### src/bmprle_pkg.sv
// ----------------------------------------------------------------------------
// BMP RLE decoder package
// Shared widths, codes and the command record passed from the parser to the
// result stage.
// ----------------------------------------------------------------------------
package bmprle_pkg;

	// Fixed field widths of the ports.
	localparam int DATA_W     = 8;
	localparam int CFG_W      = 14;
	localparam int CFG_IDX_W  = 2;
	localparam int LEN_W      = 8;
	localparam int ROW_OUT_W  = 13;
	localparam int KIND_W     = 2;
	localparam int M_TDATA_W  = 56;

	// Largest image dimension, default and upper bound of its range.
	localparam int MAX_DIMENSION_DEF = 8192;
	localparam int DIM_LIMIT         = 16384;

	// Width of a position that may run up to one byte past the largest size.
	localparam int POS_W = $clog2(DIM_LIMIT + 256);

	// Entries of the queue between parser and result stage.
	localparam int QUEUE_DEPTH = 4;

	// Parse phases of the compressed stream.
	typedef enum logic [2:0] {
		PH_COUNT,
		PH_VALUE,
		PH_DX,
		PH_DY,
		PH_ABS,
		PH_PAD
	} phase_t;

	// Result kinds.
	typedef enum logic [KIND_W-1:0] {
		KIND_RUN   = 2'd0,
		KIND_DONE  = 2'd1,
		KIND_TRUNC = 2'd2
	} kind_t;

	// Configuration register indexes.
	typedef enum logic [CFG_IDX_W-1:0] {
		REG_IMAGE_WIDTH   = 2'd0,
		REG_IMAGE_HEIGHT  = 2'd1,
		REG_NIBBLE_MODE   = 2'd2,
		REG_ROWS_TOP_DOWN = 2'd3
	} reg_idx_t;

	// One parsed byte: an unclipped run write and/or a stream status.
	typedef struct packed {
		logic              run_v;
		logic [POS_W-1:0]  row;
		logic [POS_W-1:0]  col;
		logic [LEN_W-1:0]  len;
		logic [DATA_W-1:0] even_idx;
		logic [DATA_W-1:0] odd_idx;
		logic              stat_v;
		kind_t             stat_kind;
	} cmd_t;

endpackage

### src/bmprle_front.sv
// ----------------------------------------------------------------------------
// BMP RLE parser
// Takes one compressed byte per cycle while in_accept is high, tracks the
// parse phase and cursor, and emits one command per byte with a run write or status.
// ----------------------------------------------------------------------------
module bmprle_front #(
	parameter int MAX_DIMENSION = bmprle_pkg::MAX_DIMENSION_DEF
) (
	input  logic                                  clk,
	input  logic                                  arst_n,
	input  logic [$clog2(MAX_DIMENSION + 1)-1:0]  eff_w,
	input  logic [$clog2(MAX_DIMENSION + 1)-1:0]  eff_h,
	input  logic                                  nibble_mode,
	input  logic                                  in_accept,
	input  logic [bmprle_pkg::DATA_W-1:0]         in_byte,
	input  logic                                  in_final,
	output logic                                  push,
	output bmprle_pkg::cmd_t                      cmd
);

	localparam int DIM_W = $clog2(MAX_DIMENSION + 1);
	localparam int SUM_W = $clog2(MAX_DIMENSION + 256);

	bmprle_pkg::phase_t                  phase_q, phase_n;
	logic [bmprle_pkg::LEN_W-1:0]        held_q, held_n;
	logic [DIM_W-1:0]                    column_q, column_n;
	logic [SUM_W-1:0]                    file_row_q, file_row_n;
	logic [bmprle_pkg::LEN_W-1:0]        abs_left_q, abs_left_n;
	logic                                pad_q, pad_n;
	logic                                finished_q, finished_n;

	logic [SUM_W-1:0]                    col_sum;
	logic [DIM_W-1:0]                    col_clamped;
	logic [SUM_W-1:0]                    row_inc;
	logic [SUM_W-1:0]                    row_add;
	logic [bmprle_pkg::LEN_W-1:0]        abs_off;
	logic [bmprle_pkg::LEN_W-1:0]        abs_step;
	logic [bmprle_pkg::DATA_W:0]         byte_plus1;
	logic [bmprle_pkg::DATA_W-1:0]       nib_hi;
	logic [bmprle_pkg::DATA_W-1:0]       nib_lo;
	logic                                run_v;
	logic [SUM_W-1:0]                    run_col;
	logic [bmprle_pkg::LEN_W-1:0]        run_len;
	logic [bmprle_pkg::DATA_W-1:0]       run_even;
	logic [bmprle_pkg::DATA_W-1:0]       run_odd;
	logic                                run_open;

	// Cursor arithmetic shared by several phases.
	assign col_sum     = SUM_W'(column_q) + SUM_W'(held_q);
	assign col_clamped = (col_sum > SUM_W'(eff_w)) ? eff_w : col_sum[DIM_W-1:0];
	assign row_inc     = file_row_q + SUM_W'(1);
	assign row_add     = file_row_q + SUM_W'(in_byte);
	assign abs_off     = held_q - abs_left_q;
	assign abs_step    = (nibble_mode && (abs_left_q >= 8'd2)) ? 8'd2 : 8'd1;
	assign byte_plus1  = {1'b0, in_byte} + 9'd1;
	assign nib_hi      = {4'b0000, in_byte[7:4]};
	assign nib_lo      = {4'b0000, in_byte[3:0]};

	// Next parse state and the run write caused by this byte.
	always_comb begin
		phase_n    = phase_q;
		held_n     = held_q;
		column_n   = column_q;
		file_row_n = file_row_q;
		abs_left_n = abs_left_q;
		pad_n      = pad_q;
		finished_n = finished_q;
		run_v      = 1'b0;
		run_col    = SUM_W'(column_q);
		run_len    = held_q;
		run_even   = in_byte;
		run_odd    = in_byte;

		if (!finished_q) begin
			unique case (phase_q)
				bmprle_pkg::PH_VALUE: begin
					if (held_q != '0) begin
						// Encoded run of held_q pixels.
						run_v = 1'b1;
						if (nibble_mode) begin
							run_even = nib_hi;
							run_odd  = nib_lo;
						end
						column_n = col_clamped;
						phase_n  = bmprle_pkg::PH_COUNT;
					end else if (in_byte == 8'd0) begin
						// End of line.
						column_n   = '0;
						file_row_n = row_inc;
						if (row_inc >= SUM_W'(eff_h)) begin
							finished_n = 1'b1;
						end
						phase_n = bmprle_pkg::PH_COUNT;
					end else if (in_byte == 8'd1) begin
						// End of bitmap.
						finished_n = 1'b1;
						phase_n    = bmprle_pkg::PH_COUNT;
					end else if (in_byte == 8'd2) begin
						phase_n = bmprle_pkg::PH_DX;
					end else begin
						// Start of an absolute run; the pad rule is fixed here.
						held_n     = in_byte;
						abs_left_n = in_byte;
						pad_n      = nibble_mode ? byte_plus1[1] : in_byte[0];
						phase_n    = bmprle_pkg::PH_ABS;
					end
				end
				bmprle_pkg::PH_DX: begin
					held_n  = in_byte;
					phase_n = bmprle_pkg::PH_DY;
				end
				bmprle_pkg::PH_DY: begin
					column_n   = col_clamped;
					file_row_n = row_add;
					if (row_add >= SUM_W'(eff_h)) begin
						finished_n = 1'b1;
					end
					phase_n = bmprle_pkg::PH_COUNT;
				end
				bmprle_pkg::PH_ABS: begin
					// One or two absolute pixels at their offset in the run.
					run_v   = 1'b1;
					run_col = SUM_W'(column_q) + SUM_W'(abs_off);
					run_len = abs_step;
					if (nibble_mode) begin
						run_even = nib_hi;
						run_odd  = nib_lo;
					end
					abs_left_n = (abs_left_q > abs_step) ? (abs_left_q - abs_step) : '0;
					if (abs_left_q <= abs_step) begin
						column_n = col_clamped;
						phase_n  = pad_q ? bmprle_pkg::PH_PAD : bmprle_pkg::PH_COUNT;
					end
				end
				bmprle_pkg::PH_PAD: begin
					pad_n   = 1'b0;
					phase_n = bmprle_pkg::PH_COUNT;
				end
				default: begin
					held_n  = in_byte;
					phase_n = bmprle_pkg::PH_VALUE;
				end
			endcase
		end

		// An escape or absolute run still open when the stream ends.
		run_open = !finished_n && ((phase_n == bmprle_pkg::PH_DX) ||
			(phase_n == bmprle_pkg::PH_DY) || (phase_n == bmprle_pkg::PH_ABS) ||
			(phase_n == bmprle_pkg::PH_PAD));

		// The final byte returns the stream state to its start.
		if (in_final) begin
			phase_n    = bmprle_pkg::PH_COUNT;
			held_n     = '0;
			column_n   = '0;
			file_row_n = '0;
			abs_left_n = '0;
			pad_n      = 1'b0;
			finished_n = 1'b0;
		end
	end

	// Command record for the result stage.
	always_comb begin
		cmd.run_v     = run_v;
		cmd.row       = bmprle_pkg::POS_W'(file_row_q);
		cmd.col       = bmprle_pkg::POS_W'(run_col);
		cmd.len       = run_len;
		cmd.even_idx  = run_even;
		cmd.odd_idx   = run_odd;
		cmd.stat_v    = in_final;
		cmd.stat_kind = run_open ? bmprle_pkg::KIND_TRUNC : bmprle_pkg::KIND_DONE;
	end

	assign push = in_accept && (run_v || in_final);

	// Parse state registers.
	always_ff @(posedge clk or negedge arst_n) begin
		if (!arst_n) begin
			phase_q    <= bmprle_pkg::PH_COUNT;
			held_q     <= '0;
			column_q   <= '0;
			file_row_q <= '0;
			abs_left_q <= '0;
			pad_q      <= 1'b0;
			finished_q <= 1'b0;
		end else if (in_accept) begin
			phase_q    <= phase_n;
			held_q     <= held_n;
			column_q   <= column_n;
			file_row_q <= file_row_n;
			abs_left_q <= abs_left_n;
			pad_q      <= pad_n;
			finished_q <= finished_n;
		end
	end

`ifndef NO_ASSERTIONS
	// Once the bitmap has ended, the parser waits at the count phase.
	a_finished_idle: assert property (@(posedge clk) disable iff (!arst_n)
		finished_q |-> (phase_q == bmprle_pkg::PH_COUNT))
		else $error("finished stream left the count phase");

	// An absolute run in progress always has pixels left.
	a_abs_nonempty: assert property (@(posedge clk) disable iff (!arst_n)
		(phase_q == bmprle_pkg::PH_ABS) |-> (abs_left_q != '0))
		else $error("absolute phase with no pixels left");
`endif

endmodule

### src/bmprle_queue.sv
// ----------------------------------------------------------------------------
// BMP RLE command queue
// Short first-in first-out queue of parsed commands between the parser and
// the result stage.
// ----------------------------------------------------------------------------
module bmprle_queue #(
	parameter int DEPTH = bmprle_pkg::QUEUE_DEPTH
) (
	input  logic              clk,
	input  logic              arst_n,
	input  logic              push,
	input  bmprle_pkg::cmd_t  push_cmd,
	input  logic              pop,
	output logic              full,
	output logic              head_valid,
	output bmprle_pkg::cmd_t  head_cmd
);

	localparam int PTR_W = (DEPTH > 1) ? $clog2(DEPTH) : 1;
	localparam int CNT_W = $clog2(DEPTH + 1);

	bmprle_pkg::cmd_t   entry_q [DEPTH];
	logic [PTR_W-1:0]   wr_ptr_q;
	logic [PTR_W-1:0]   rd_ptr_q;
	logic [CNT_W-1:0]   count_q;

	assign full       = (count_q == CNT_W'(DEPTH));
	assign head_valid = (count_q != '0);
	assign head_cmd   = entry_q[rd_ptr_q];

	// Entry storage.
	always_ff @(posedge clk) begin
		if (push) begin
			entry_q[wr_ptr_q] <= push_cmd;
		end
	end

	// Pointers and fill count.
	always_ff @(posedge clk or negedge arst_n) begin
		if (!arst_n) begin
			wr_ptr_q <= '0;
			rd_ptr_q <= '0;
			count_q  <= '0;
		end else begin
			if (push) begin
				wr_ptr_q <= (wr_ptr_q == PTR_W'(DEPTH - 1)) ? '0 : wr_ptr_q + PTR_W'(1);
			end
			if (pop) begin
				rd_ptr_q <= (rd_ptr_q == PTR_W'(DEPTH - 1)) ? '0 : rd_ptr_q + PTR_W'(1);
			end
			if (push && !pop) begin
				count_q <= count_q + CNT_W'(1);
			end else if (pop && !push) begin
				count_q <= count_q - CNT_W'(1);
			end
		end
	end

`ifndef NO_ASSERTIONS
	// No item is pushed into a full queue or popped from an empty one.
	a_no_overflow: assert property (@(posedge clk) disable iff (!arst_n)
		push |-> (!full || pop))
		else $error("command queue overflow");

	a_no_underflow: assert property (@(posedge clk) disable iff (!arst_n)
		pop |-> head_valid)
		else $error("command queue underflow");
`endif

endmodule

### src/bmprle_back.sv
// ----------------------------------------------------------------------------
// BMP RLE result stage
// Clips queued run writes to the image, flips the row when needed and drives
// the registered result channel, one result item per cycle while m_tready is high.
// ----------------------------------------------------------------------------
module bmprle_back #(
	parameter int MAX_DIMENSION = bmprle_pkg::MAX_DIMENSION_DEF
) (
	input  logic                                  clk,
	input  logic                                  arst_n,
	input  logic [$clog2(MAX_DIMENSION + 1)-1:0]  eff_w,
	input  logic [$clog2(MAX_DIMENSION + 1)-1:0]  eff_h,
	input  logic                                  rows_top_down,
	input  logic                                  head_valid,
	input  bmprle_pkg::cmd_t                      head_cmd,
	output logic                                  pop,
	output logic                                  m_tvalid,
	input  logic                                  m_tready,
	output logic [bmprle_pkg::M_TDATA_W-1:0]      m_tdata,
	output logic [bmprle_pkg::KIND_W-1:0]         m_tuser,
	output logic                                  m_tlast
);

	localparam int SUM_W = $clog2(MAX_DIMENSION + 256);
	localparam int PAD_W = bmprle_pkg::M_TDATA_W - 2 * bmprle_pkg::ROW_OUT_W
		- 3 * bmprle_pkg::LEN_W;

	logic                                 out_valid_q;
	logic [bmprle_pkg::M_TDATA_W-1:0]     out_data_q;
	bmprle_pkg::kind_t                    out_kind_q;
	logic                                 out_last_q;
	logic                                 run_sent_q;

	logic [SUM_W-1:0]                     row;
	logic [SUM_W-1:0]                     col;
	logic                                 row_ok;
	logic                                 col_ok;
	logic [SUM_W-1:0]                     room;
	logic [bmprle_pkg::LEN_W-1:0]         len_clip;
	logic [SUM_W-1:0]                     dest_row;
	logic [bmprle_pkg::POS_W-1:0]         dest_full;
	logic [bmprle_pkg::POS_W-1:0]         col_full;
	logic                                 run_pend;
	logic                                 load_ok;
	logic                                 load;
	logic [bmprle_pkg::M_TDATA_W-1:0]     load_data;
	bmprle_pkg::kind_t                    load_kind;
	logic                                 load_last;

	// Clipping of the head write against the image.
	assign row      = head_cmd.row[SUM_W-1:0];
	assign col      = head_cmd.col[SUM_W-1:0];
	assign row_ok   = row < SUM_W'(eff_h);
	assign col_ok   = col < SUM_W'(eff_w);
	assign room     = SUM_W'(eff_w) - col;
	assign len_clip = (SUM_W'(head_cmd.len) > room) ? room[bmprle_pkg::LEN_W-1:0]
		: head_cmd.len;
	assign dest_row = rows_top_down ? row : (SUM_W'(eff_h) - SUM_W'(1) - row);
	assign dest_full = bmprle_pkg::POS_W'(dest_row);
	assign col_full  = bmprle_pkg::POS_W'(col);

	assign run_pend = head_cmd.run_v && row_ok && col_ok && !run_sent_q;
	assign load_ok  = !out_valid_q || m_tready;

	// Choose the next result item: the run write first, then the status.
	always_comb begin
		pop       = 1'b0;
		load      = 1'b0;
		load_kind = bmprle_pkg::KIND_RUN;
		load_last = 1'b1;
		load_data = '0;
		if (head_valid) begin
			if (run_pend) begin
				if (load_ok) begin
					load      = 1'b1;
					load_last = !head_cmd.stat_v;
					pop       = !head_cmd.stat_v;
					load_data = {PAD_W'(0), head_cmd.odd_idx, head_cmd.even_idx, len_clip,
						col_full[bmprle_pkg::ROW_OUT_W-1:0],
						dest_full[bmprle_pkg::ROW_OUT_W-1:0]};
				end
			end else if (head_cmd.stat_v) begin
				if (load_ok) begin
					load      = 1'b1;
					load_kind = head_cmd.stat_kind;
					pop       = 1'b1;
				end
			end else begin
				// The write was clipped away entirely.
				pop = 1'b1;
			end
		end
	end

	// Result register.
	always_ff @(posedge clk or negedge arst_n) begin
		if (!arst_n) begin
			out_valid_q <= 1'b0;
			run_sent_q  <= 1'b0;
		end else begin
			if (load) begin
				out_valid_q <= 1'b1;
			end else if (load_ok) begin
				out_valid_q <= 1'b0;
			end
			if (pop) begin
				run_sent_q <= 1'b0;
			end else if (load && run_pend) begin
				run_sent_q <= 1'b1;
			end
		end
	end

	always_ff @(posedge clk) begin
		if (load) begin
			out_data_q <= load_data;
			out_kind_q <= load_kind;
			out_last_q <= load_last;
		end
	end

	assign m_tvalid = out_valid_q;
	assign m_tdata  = out_data_q;
	assign m_tuser  = out_kind_q;
	assign m_tlast  = out_last_q;

`ifndef NO_ASSERTIONS
	// A status item is always the last item of its byte and carries no pixels.
	a_status_last: assert property (@(posedge clk) disable iff (!arst_n)
		(out_valid_q && (out_kind_q != bmprle_pkg::KIND_RUN)) |->
		(out_last_q && (out_data_q == '0)))
		else $error("status item malformed");

	// A run write never has zero length.
	a_run_nonzero: assert property (@(posedge clk) disable iff (!arst_n)
		(out_valid_q && (out_kind_q == bmprle_pkg::KIND_RUN)) |->
		(out_data_q[2*bmprle_pkg::ROW_OUT_W +: bmprle_pkg::LEN_W] != '0))
		else $error("run write of zero length");
`endif

endmodule

### src/bmp_rle_pixel_decoder_core.sv
// ----------------------------------------------------------------------------
// BMP RLE pixel decoder core
// Decodes an RLE8 or RLE4 compressed pixel stream into clipped run writes
// and a final status item.
// ----------------------------------------------------------------------------
// The core takes one compressed byte per clock cycle while its queue has
// room and gives, for each byte, up to two result items: a clipped pixel
// run write (kind 0) and, on the byte marked tlast, a status item (kind 1
// finished, kind 2 truncated). The parser updates its state in the cycle a
// byte is accepted and places a command in a four-entry queue; the result
// stage drains that queue through a registered output, one result item per
// cycle while m_tready is high. The sustained rate is one byte per cycle
// while each byte gives at most one result item; a final byte that also
// ends a run gives two result items, which the queue absorbs. The consumer
// must clear its index store to zero before each stream. The user must write
// configuration only while no result item is pending; the core does not enforce it.
module bmp_rle_pixel_decoder_core #(
	parameter int MAX_DIMENSION = bmprle_pkg::MAX_DIMENSION_DEF
) (
	input  logic                                  clk,
	input  logic                                  arst_n,
	// Input items.
	input  logic                                  s_tvalid,
	output logic                                  s_tready,
	input  logic [bmprle_pkg::DATA_W-1:0]         s_tdata,  // [7:0] stream_byte
	input  logic                                  s_tlast,  // final_byte
	// Result items.
	output logic                                  m_tvalid,
	input  logic                                  m_tready,
	// [12:0] dest_row, [25:13] start_column, [33:26] run_length,
	// [41:34] even_index, [49:42] odd_index, [55:50] zero
	output logic [bmprle_pkg::M_TDATA_W-1:0]      m_tdata,
	output logic [bmprle_pkg::KIND_W-1:0]         m_tuser,  // [1:0] kind
	output logic                                  m_tlast,  // last_result
	// Configuration writes.
	input  logic                                  cfg_we,
	input  logic [bmprle_pkg::CFG_IDX_W-1:0]      cfg_index,
	input  logic [bmprle_pkg::CFG_W-1:0]          cfg_data
);

	localparam int DIM_W = $clog2(MAX_DIMENSION + 1);
	localparam int CMP_W = bmprle_pkg::CFG_W + 1;

	logic [bmprle_pkg::CFG_W-1:0]  image_width_q;
	logic [bmprle_pkg::CFG_W-1:0]  image_height_q;
	logic                          nibble_mode_q;
	logic                          rows_top_down_q;

	logic [DIM_W-1:0]              eff_w;
	logic [DIM_W-1:0]              eff_h;
	logic                          in_accept;
	logic                          push;
	bmprle_pkg::cmd_t              push_cmd;
	logic                          pop;
	logic                          q_full;
	logic                          head_valid;
	bmprle_pkg::cmd_t              head_cmd;

	// Configuration registers.
	always_ff @(posedge clk or negedge arst_n) begin
		if (!arst_n) begin
			image_width_q   <= bmprle_pkg::CFG_W'(1);
			image_height_q  <= bmprle_pkg::CFG_W'(1);
			nibble_mode_q   <= 1'b0;
			rows_top_down_q <= 1'b0;
		end else if (cfg_we) begin
			unique case (bmprle_pkg::reg_idx_t'(cfg_index))
				bmprle_pkg::REG_IMAGE_WIDTH:   image_width_q   <= cfg_data;
				bmprle_pkg::REG_IMAGE_HEIGHT:  image_height_q  <= cfg_data;
				bmprle_pkg::REG_NIBBLE_MODE:   nibble_mode_q   <= cfg_data[0];
				bmprle_pkg::REG_ROWS_TOP_DOWN: rows_top_down_q <= cfg_data[0];
				default: ;
			endcase
		end
	end

	// Sizes saturated at the largest supported dimension.
	assign eff_w = ({1'b0, image_width_q} > CMP_W'(MAX_DIMENSION))
		? DIM_W'(MAX_DIMENSION) : DIM_W'(image_width_q);
	assign eff_h = ({1'b0, image_height_q} > CMP_W'(MAX_DIMENSION))
		? DIM_W'(MAX_DIMENSION) : DIM_W'(image_height_q);

	assign s_tready  = !q_full;
	assign in_accept = s_tvalid && s_tready;

	// Parser.
	bmprle_front #(
		.MAX_DIMENSION (MAX_DIMENSION)
	) u_front (
		.clk         (clk),
		.arst_n      (arst_n),
		.eff_w       (eff_w),
		.eff_h       (eff_h),
		.nibble_mode (nibble_mode_q),
		.in_accept   (in_accept),
		.in_byte     (s_tdata),
		.in_final    (s_tlast),
		.push        (push),
		.cmd         (push_cmd)
	);

	// Command queue.
	bmprle_queue #(
		.DEPTH (bmprle_pkg::QUEUE_DEPTH)
	) u_queue (
		.clk        (clk),
		.arst_n     (arst_n),
		.push       (push),
		.push_cmd   (push_cmd),
		.pop        (pop),
		.full       (q_full),
		.head_valid (head_valid),
		.head_cmd   (head_cmd)
	);

	// Result stage.
	bmprle_back #(
		.MAX_DIMENSION (MAX_DIMENSION)
	) u_back (
		.clk           (clk),
		.arst_n        (arst_n),
		.eff_w         (eff_w),
		.eff_h         (eff_h),
		.rows_top_down (rows_top_down_q),
		.head_valid    (head_valid),
		.head_cmd      (head_cmd),
		.pop           (pop),
		.m_tvalid      (m_tvalid),
		.m_tready      (m_tready),
		.m_tdata       (m_tdata),
		.m_tuser       (m_tuser),
		.m_tlast       (m_tlast)
	);

endmodule
### config.mk
export PLATFORM = sky130hd
export DESIGN_NAME = bmp_rle_pixel_decoder_core
export DESIGN_NICKNAME = d
export VERILOG_FILES = /design/src/bmprle_pkg.sv /design/src/bmprle_front.sv /design/src/bmprle_queue.sv /design/src/bmprle_back.sv /design/src/bmp_rle_pixel_decoder_core.sv
export SDC_FILE = /design/constraint.sdc
export NUM_CORES = 1
export LEC_CHECK = 0
export ABC_AREA = 1
export BUFFER_PORTS_ARGS = -buffer_cell sky130_fd_sc_hd__buf_2
export CORE_MARGIN = 8
export CORE_UTILIZATION = 62
export DETAILED_ROUTE_END_ITERATION = 8
export GPL_ROUTABILITY_DRIVEN = 0
export GPL_TIMING_DRIVEN = 0
export HOLD_SLACK_MARGIN = 0.03
export PLACE_DENSITY = 0.87
export SLEW_MARGIN = 25
export SYNTH_ARGS = -nofsm -noshare
export SYNTH_HDL_FRONTEND = slang
export SYNTH_SLANG_ARGS = --single-unit
### constraint.sdc
create_clock -name clk -period 5.95 [get_ports clk]
set_input_delay 0.8925 -clock clk [delete_from_list [all_inputs] [get_ports clk]]
set_output_delay 0.8925 -clock clk [all_outputs]
set_load 0.02 [all_outputs]
==> flow_summary.ini <==
[outcome]
outcome = finished, final reports clean

[final_layout]
mostFrequentLayoutCell = nand2_1
area_growth_pct = 13.2
diodes = 0
mostFrequentLayoutCells = nand2_1 (516), edfxtp_1 (257), inv_1 (249)
drive_above_1_share_pct = 10.3
fin_area_sq_um = 22100
nets = 2460
final_util_pct = 70.6
nFillCells = 2062

[synth]
synthCells = 2151
netlist_area_sq_um = 19500
synth_cell_types = 58
synth-edff-count = 257
ys_seq_elements = 345
yosysWarningCount = 0
yosysSeqAreaShare_pct = 50.8
synth.avg_cell_area_sq_um = 9.08
synthArstFlopShare_pct = 25.5
synthFlopType = edfxtp_1

[critical_path]
critPathLaunchType = register
r2r_setup_slack_ns = 0.46
path_class = reg2reg
endpoint_kind = register
path_cells = inv_2 > clkbuf_1 > buf_1 > nor2_1 > o21ai_0 > nand2_1 > ha_1 > fa_1 > inv_1 > nand3_1 > nand3_1 > nand2_1 > nand3_1 > nand4_2 > buf_2 > nand2_4 > buf_12
cp_slowest_cell = buf_1
r2r-end = u_back.m_tdata[44]
path_buf_inv = 6
max_stage_delay_ns = 0.66
path_common_cell = nand3_1
worstPathArrival_ns = 5.71
r2r_start = u_queue.rd_ptr_q[1]
crit_end = u_back.m_tdata[44]
startpoint = u_queue.rd_ptr_q[1]
cp_top_family = buffers and inverters
worstRegToRegCells = 17
crit_cells = 17
crit_required_ns = 6.17
critical_path.max_fanout = 25

[pwr]
p_seq_share_pct = 28.7
intPower_uw = 7130
combPwrFrac_pct = 52.7
power_density_nw_per_um2 = 598
power_leakage_uw = 0.00992
vdd_drop_max_mv = 0.346
sw_frac_of_total_pct = 46.1
fin_total_pwr_uw = 13200
power.switching_uw = 6090
clockPowerShare_pct = 18.6

[cts]
clock_path_buffers = 3
cts_tree = done
clk_pin_slew_ns = 0.06
cts_resized = 0
htree_levels = 2
cts_made_buffers = 37
postCtsSetupBuffers = 0
clkSinkCount = 345
insertion_delay_ns = 0.53
holdBufCountCts = 0
root_buffer = clkbuf_16

[route]
ant_nets = 0
first_pass_iters = 6
remaining_drc_errors = 0
vias_per_cell = 6.30
num_vias = 17100
wl_um = 58500
route.detailed.wl_per_inst_um = 21.5
drt-initial-drc-count = 2282

[placed_design]
post_dp_cell_area_sq_um = 20800
dp_slack_ns = 0.762
portBuffers = 84
dp_hpwl_um = 41300

[timing]
min_period_ns = 5.49
finalCritPeriodShare_pct = 92.2
rsz0062_at_grt = false
finClkSkew_ns = 0.0182
fmax_ghz = 0.182
tightest_slew_ns = 0.900
setup_violations = 0
hold_viol = 0
slew_violations = 0
slew_headroom_pct = 40.0
setup_tns_ns = 0
setup_ws_ns = 0.462

[min_path]
hp-class = in2async

[run]
drv_cap = 0

[floorplan]
die_area_sq_um = 37400
die_h_um = 194
initial_core_util_pct = 62.4
coreArea_sq_um = 31300
io_pins = 91
rows = 65
die_w_um = 194

[grt]
grt_max_degree = 57
grt_pass1_wl_um = 90100
grt_pass1_vias = 16900
antenna_found_initial = 0
globalRouteOverflowTotal = 0
grt_usage_pct = 30.2
## flip-flops by register name, summed over array words and instances, names as in the netlist, 2 cells and up
name / cells
u_front.column_q: 14
u_queue.count_q: 3
u_back.m_tdata: 46
u_back.m_tuser: 2
image_height_q: 14
u_front.abs_left_q: 8
u_front.held_q: 8
image_width_q: 14
u_front.file_row_q: 14
u_queue.entry_q: 208
u_queue.rd_ptr_q: 2
u_front.phase_q: 3
u_queue.wr_ptr_q: 2
## worst min path at each step
stage	cells past startpoint	to
after floorplan	2	u_back.run_sent_q
after global placement	2	image_width_q[4]
after detailed placement	2	image_width_q[2]
after CTS	1	u_front.phase_q[1]
after global routing	1	nibble_mode_q
final	1	u_front.file_row_q[7]
## worst register-to-register path, delay by kind of cell, from the launching register on
family | cells | cell delay (ns)
adders and majority gates | 2 | 0.70
and+or+nand+nor | 8 | 1.57
buffers and inverters | 6 | 2.21
AOI/OAI and AO/OA | 1 | 0.15
DFF | 1 | 0.53
## area by class of cell
class / count / area, sq um / area share [%]
clock inverter: 16 / 211 / 0.956
sequential: 345 / 9920 / 44.9
multi-input combinational: 1469 / 8310 / 37.6
timing repair buffer: 96 / 729 / 3.30
clock buffer: 51 / 1080 / 4.90
buffer: 74 / 358 / 1.62
tap: 402 / 503 / 2.27
inverter: 268 / 1010 / 4.55
## synth_stat cells, drive strengths merged, types with 2 or more instances
cell      n  area [sq um]
a21o      5          37.5
o22ai    21           131
o21a      5          37.5
or2       5          31.3
nor3     21           110
a31oi     8          50.1
a32o     13           130
nand4    16           106
and2      2          12.5
ha      131          1640
a22oi     2          15.0
a211oi   21           158
nand2   522          1970
o31ai     2          15.0
clkinv    2          7.51
nor4      7          50.1
fa        8           160
inv     266           998
xnor2    15           131
dfrtp    86          2150
buf      35           211
o32ai     3          26.3
a21boi    4          30.0
a21oi   147           769
clkbuf   39           146
nand3    89           468
o21ai   158           791
o21bai    5          41.3
o211ai    9          67.6
edfxtp  257          7720
nor2    189           764
dfstp     2          52.6
a32oi    11          96.3
xor2     38           333
## stage by stage
stage                     hold WS (ns)  instances
final                            0.259       2721
after global routing             0.274       2721
after CTS                        0.259       2721
after detailed placement         0.475       2654
after global placement           0.470       2642
after floorplan                  0.443       2156
## cells by family after synthesis
group	after synthesis	synth area share, %
AOI/OAI and AO/OA	417	12.5
xor gates and xnor gates	53	2.38
adders and majority gates	139	9.21
buffers and inverters	342	6.98
DFF	345	50.8
muxes	2	0.109
other	1	0.0192
and+or+nand+nor	852	18.0
## layer usage
metal	routed length, um	vias to the layer above	share of wire (%)	global-route usage, %
met4	4120	2	7.0	20.3
met5	36	-	0.062	0.660
met3	7030	298	12	6.96
li1	-	7568	-	-
met2	26800	1300	46	48.9
met1	20500	7969	35	35.8
## power groups by stage
stage	clock network (uW)	logic [uW]	registers, uW
detailed placement	0	6650	3800
global placement	0	6150	3830
finish	2460	6960	3790
floorplan	0	4420	3960
CTS	2460	6780	3770
global route	2550	7540	3840
(Power assumes the default switching activity.)
